<file path="config.mk">
export PLATFORM = sky130hd
export DESIGN_NAME = kerf_lookup
export DESIGN_NICKNAME = d
export VERILOG_FILES = /design/src/design/key_event_repeat_filter_top_macros.svh /design/src/design/kerf_pkg.sv /design/src/design/kerf_lookup.sv
export SDC_FILE = /design/constraint.sdc
export NUM_CORES = 1
export LEC_CHECK = 0
export BUFFER_PORTS_ARGS = -buffer_cell sky130_fd_sc_hd__buf_2
export CORE_MARGIN = 2
export CORE_UTILIZATION = 40
export DETAILED_ROUTE_END_ITERATION = 7
export GPL_TIMING_DRIVEN = 0
export PLACE_DENSITY = 0.76
export SETUP_SLACK_MARGIN = 0.4
export SYNTH_ARGS = -nofsm -noshare
export SYNTH_HDL_FRONTEND = slang
export SYNTH_SLANG_ARGS = --single-unit
</file>
<file path="constraint.sdc">
create_clock -name vclk -period 3.2
set_input_delay 0.16 -clock vclk [all_inputs]
set_output_delay 0.16 -clock vclk [all_outputs]
set_load 0.1 [all_outputs]
</file>
<file path="src/design/key_event_repeat_filter_top_macros.svh">
// Assertion helpers for the key event repeat filter.
// Both forms sample on clk and are disabled while rst_n is low.
`ifndef KEY_EVENT_REPEAT_FILTER_TOP_MACROS_SVH
`define KEY_EVENT_REPEAT_FILTER_TOP_MACROS_SVH

`ifndef SYNTHESIS
`define KERF_ASSERT_SAME(label, ante, cons) \
    label: assert property (@(posedge clk) disable iff (!rst_n) (ante) |-> (cons)) \
        else $error("kerf: same-cycle check failed");
`define KERF_ASSERT_NEXT(label, ante, cons) \
    label: assert property (@(posedge clk) disable iff (!rst_n) (ante) |=> (cons)) \
        else $error("kerf: next-cycle check failed");
`else
`define KERF_ASSERT_SAME(label, ante, cons)
`define KERF_ASSERT_NEXT(label, ante, cons)
`endif

`endif

</file>
<file path="src/design/kerf_pkg.sv">
`default_nettype none

package kerf_pkg;

    localparam int NUM_KEYS_DEF = 256;
    localparam int KEY_W        = 8;
    localparam int TIME_W       = 64;
    localparam int DELAY_W      = 16;
    localparam int MASK_W       = 64;
    localparam int NUM_MASKS    = 4;
    localparam int CFG_IDX_W    = 3;
    localparam int CFG_DATA_W   = 64;

    localparam logic [DELAY_W-1:0] DELAY_RESET = 16'd500;
    localparam logic [KEY_W-1:0]   EXT_LIMIT   = 8'h7F;

    typedef enum logic [CFG_IDX_W-1:0] {
        REG_REPEAT_DELAY = 3'd0,
        REG_EXCL_MASK_0  = 3'd1,
        REG_EXCL_MASK_1  = 3'd2,
        REG_EXCL_MASK_2  = 3'd3,
        REG_EXCL_MASK_3  = 3'd4
    } cfg_reg_t;

    typedef logic [NUM_MASKS-1:0][MASK_W-1:0] excl_mask_t;

    // per-key memory entry
    typedef struct packed {
        logic              down;
        logic [TIME_W-1:0] stamp;
    } key_entry_t;

    localparam int ENTRY_W = $bits(key_entry_t);

    typedef struct packed {
        logic [KEY_W-1:0] vk;
        logic             excluded;
        logic             in_range;
    } key_lookup_t;

    localparam logic [KEY_W-1:0] VK_MAP [256] = '{
        8'h00,8'h1B,8'h31,8'h32,8'h33,8'h34,8'h35,8'h36,8'h37,8'h38,8'h39,8'h30,8'hBD,8'hBB,
        8'h08,8'h09,8'h51,8'h57,8'h45,8'h52,8'h54,8'h59,8'h55,8'h49,8'h4F,8'h50,8'hDB,8'hDD,
        8'h0D,
        8'hA2,8'h41,8'h53,8'h44,8'h46,8'h47,8'h48,8'h4A,8'h4B,8'h4C,8'hBA,8'hDE,8'hC0,8'hA0,
        8'hDC,
        8'h5A,8'h58,8'h43,8'h56,8'h42,8'h4E,8'h4D,8'hBC,8'hBE,8'hBF,8'hA1,8'h6A,8'hA4,8'h20,
        8'h14,
        8'h70,8'h71,8'h72,8'h73,8'h74,8'h75,8'h76,8'h77,8'h78,8'h79,8'h13,8'h91,8'h24,8'h26,
        8'h21,
        8'h6D,8'h25,8'h0C,8'h27,8'h6B,8'h23,8'h28,8'h22,8'h2D,8'h2E,8'h2C,8'h00,8'hE2,8'h7A,
        8'h7B,
        8'h0C,8'hEE,8'hF1,8'hEA,8'hF9,8'hF5,8'hF3,8'h00,8'h00,8'hFB,8'h2F,8'h7C,8'h7D,8'h7E,
        8'h7F,
        8'h80,8'h81,8'h82,8'h83,8'h84,8'h85,8'h86,8'hED,8'h00,8'hE9,8'h00,8'hC1,8'h00,8'h00,
        8'h87,
        8'h00,8'h00,8'h00,8'h00,8'hEB,8'h09,8'h00,8'hC2,8'h00,8'h00,8'h00,8'h00,8'h00,8'h00,
        8'h00,
        8'h00,8'h00,8'h00,8'h00,8'h00,8'h00,8'h00,8'h00,8'h00,8'h00,8'hB1,8'h00,8'h00,8'h00,
        8'h00,
        8'h00,8'h00,8'h00,8'h00,8'hB0,8'h00,8'h00,8'h0D,8'hA3,8'h00,8'h00,8'hAD,8'hB6,8'hB3,
        8'h00,
        8'hB2,8'h00,8'h00,8'h00,8'h00,8'h00,8'h00,8'h00,8'h00,8'h00,8'hAE,8'h00,8'hAF,8'h00,
        8'hB7,
        8'h00,8'h00,8'hBF,8'h00,8'h2A,8'hA5,8'h00,8'h00,8'h00,8'h00,8'h00,8'h00,8'h00,8'h00,
        8'h00,
        8'h00,8'h00,8'h00,8'h90,8'h00,8'h24,8'h26,8'h21,8'h00,8'h25,8'h00,8'h27,8'h00,8'h23,
        8'h28,
        8'h22,8'h2D,8'h2E,8'h00,8'h00,8'h00,8'h00,8'h00,8'h00,8'h00,8'h5B,8'h5C,8'h5D,8'h00,
        8'h5F,
        8'h00,8'h00,8'h00,8'h00,8'h00,8'hAA,8'hAB,8'hA8,8'hA9,8'hA7,8'hA6,8'hAC,8'hB4,8'hB5,
        8'h00,
        8'h00,8'h00,8'h00,8'h00,8'h00,8'h00,8'h00,8'h00,8'h00,8'h00,8'h00,8'h00,8'h00,8'h00,
        8'h00,
        8'h00,8'h00
    };

endpackage

`default_nettype wire

</file>
<file path="src/design/kerf_lookup.sv">
`default_nettype none

module kerf_lookup import kerf_pkg::*; #(
    parameter int NUM_KEYS = NUM_KEYS_DEF
) (
    input  wire logic [KEY_W-1:0] key_index,
    input  wire excl_mask_t       excl_mask,
    output key_lookup_t           lookup
);

    logic [KEY_W-1:0] vk;

    always_comb
    begin
        vk              = VK_MAP[key_index];
        lookup.vk       = vk;
        lookup.excluded = excl_mask[vk[7:6]][vk[5:0]];
        lookup.in_range = ({1'b0, key_index} < (KEY_W+1)'(NUM_KEYS));
    end

endmodule

`default_nettype wire

</file>
==> out/summary.md <==
The relative slew slack was 0.533. Startpoint-to-endpoint class of the critical path: input pin to output pin. The tools report the worst setup margin as -816 ps. The dominant cell by count in the synthesized netlist is nand2_1. The cell with the most instances on the worst path was buf_8. Sorting the synthesized cells by area gives the leading types as nand2_1 (14%), mux2i_1 (11%), a21oi_1 (7.7%).

Number of fill cells: 1139. The number of global-route vias before repair was 7624. Initial standard-cell utilization of the core: 0.407. The share of the yosys chip area belonging to registers was 0. The run gives 249 MHz as the highest clock frequency the design can meet. The checks that failed: negative setup slack.

The area growth from synthesis to layout is 61.9%. The share of cell area taken by muxes after synthesis works out to 0.139. The minimum period implied by the final worst setup slack works out to 4020 ps. In this run the core area contains 41 standard-cell rows. 0 antenna diodes ended up in the layout. The signal on the critical path passes through buf_12 -> buf_6 -> buf_8 -> clkinv_8 -> ha_4 -> clkbuf_16 -> buf_8 -> a21bo_4 -> o22ai_2 -> a21oi_2 -> a211oi_2 -> and3_4 -> buf_6 -> buf_8 -> buf_8 -> buf_12 -> a21oi_1 -> a32oi_1 -> o22ai_1 -> nor3_2 -> o22ai_2 -> nor4_4 -> buf_6. Input and output buffers added on the ports amount to 269.

The tightest min-delay check is of the input pin to output pin type. Share of layout cells above drive strength 1: 0.460. The largest family of logic cells by synthesized area is compound AO/OA/AOI/OAI gates.

The post-synthesis simple-gate area fraction came out at 0.338. STA classifies the critical path endpoint as an output pin. The detailed router's first-iteration violation count is 1464, and the net count reported at finish is 1433. The run gives 1 as the setup violation total in the final timing report. The post-detailed-route via-to-cell ratio came out at 6.69. The commonest cells after synthesis are nand2_1 (193), a21oi_1 (79), mux2i_1 (55). For this run the aggregate overflow at the end of global routing stands at 0. On the worst path, the slowest cell contributes a delay of 390 ps. Max-cap violations in this run came to 0.

The final number of max-transition violations came out at 0. For this run, the detailed router's first-pass iteration total came to 8. The region available for standard cell placement spans 12600 um2. For the initial antenna violation count, the log shows 1.

For the global routing usage summed across all routing layers, the log shows 0.450. The final hold violation count came out at 0. The largest net degree at the start of global routing is 12. The final critical-path share of the clock period is 1.25. The worst setup path is launched from an input pin. Share of synthesized cell area in full adder, half adder and majority cells: 0.0293.

The height of the die came out at 117 um. In the final routed layout, each cell accounts on average for 25.6 um. The worst hold path passes through 8 cells.

The die footprint came out at 13700 um2. The remaining design rule violation count was 0; the proportion of netlist area held by the largest area contributor was 0.142. Pin placement for this block handled 274 I/O pins.

Synthesis instantiated 85 different standard cells from the library. Final core utilization: 0.660. The slew at the pin closest to its max-slew limit was 699 ps; the number of hold-repair buffers added at the cts stage was 0. Setup repair after global routing could not meet its margin everywhere. The weighted congestion at the end of routability-driven global placement is 1.08.

The horizontal extent of the die is 117 um, and the first-pass GRT wire length is 45.8 mm. Largest area contributor in the netlist: nand2_1. Across the VDD grid, the largest voltage drop is 0.000374 V.

The run gives 3040 ps as the worst path required time. Counting every instance in the synthesized netlist gives 824. Number of nets with antenna violations after detailed routing: 0. After detailed routing, the total wire length is 34.0 mm.

Data on the critical path arrives at its endpoint at 3860 ps. The Yosys step of the flow raised 0 warnings. In this run the worst path has a maximum fanout of 6. The slowest stage of the critical path is the nor4_4 cell. The total power per unit cell area was 256 nW/um2.

Smallest hold slack: 1210 ps. Synthesis produced a netlist with a net count of 1100. The flow ran to the end, but the final reports show violations. The finished layout holds 1327 standard cells, fillers aside.

The parity-gate share of the synthesized area counting xor and xnor cells is 0.00684. Complex-gate fraction of the synthesized area: 0.352. For this design the static power due to leakage is 3.73 nW.

After layout, the clock buffer instance count stands at 0. The final layout contains a sequential cell count of 0. In the final layout, flip-flops and latches occupy 0 um2. Detailed placement finished with a half-perimeter wire length of 25.4 mm.

The number of placed cells counting well taps is 1265, and the via count of the routed design is 8874. The mean cell area of the mapped netlist is 6.21 um2, and the synthesized cell area is 5120 um2.
## power breakdown
part / internal, mW / total [mW] / switching, mW
registers: 0 / 0 / 0
logic: 0.894 / 2.12 / 1.23
clock network: 0 / 0 / 0
## routing by layer
| layer | global-route usage | share of wire |
|---|---|---|
| met5 | 0 | 0 |
| met4 | 0.149 | 0.041 |
| met3 | 0.158 | 0.17 |
| met2 | 0.643 | 0.41 |
| met1 | 0.629 | 0.38 |
## worst paths after layout
check,startpoint,to
worst max-delay path,key_index[1],lookup[1]
worst min-delay path,excl_mask[221],lookup[1]
## what timing repair did
action | CTS | global route
buffers inserted | 36 | 25
pin swaps | 24 | 36
cloned | 1 | 0
resized for setup | 151 | 87
setup endpoints to repair | 9 | 8
## critical path, delay by kind of cell
kind	cells	cell delay (ps)
compound gates	8	1120
fa+ha+maj	1	260
buf+inv	11	1440
simple gates	3	840
## area by class of cell
type,instances,area [um2],area share
tap,172,215,0.0260
inverter,20,119,0.0143
timing repair buffer,331,2010,0.242
multi-input combinational,716,4970,0.599
buffer,88,978,0.118
## cell usage in the layout, fill, tap and decap left out, drive strengths merged, types with 15 or more instances in the layout
cell type / count
mux2i: 55
inv: 15
nand3: 39
a31oi: 28
o21ai: 36
buf: 398
nor2: 36
o22ai: 16
nor2b: 17
clkbuf: 20
a21oi: 80
nand2: 193
## per-stage QoR
stage | worst slack, ps | setup TNS (ps) | cell area, um2 | total power [mW]
2_1_floorplan | -808 | -808 | 5270 | 1.03
3_3_place_gp | -1800 | -3680 | 6830 | 1.58
3_5_place_dp | -1790 | -3280 | 6830 | 1.57
4_1_cts | -660 | -660 | 7740 | 1.86
5_1_grt | -936 | -936 | 8290 | 2.18
6_report | -816 | -816 | 8290 | 2.12
## kinds of logic (layout without fill, tap and decap cells)
group | count (synthesis) | count (layout)
AND/OR/NAND/NOR | 368 | 368
XOR/XNOR | 4 | 4
multiplexers | 64 | 64
other | 1 | 1
adder cells (fa/ha/maj) | 12 | 12
AO/OA/AOI/OAI | 267 | 267
buffers and inverters | 108 | 439
Note: power is estimated with default switching activity, not from simulation.
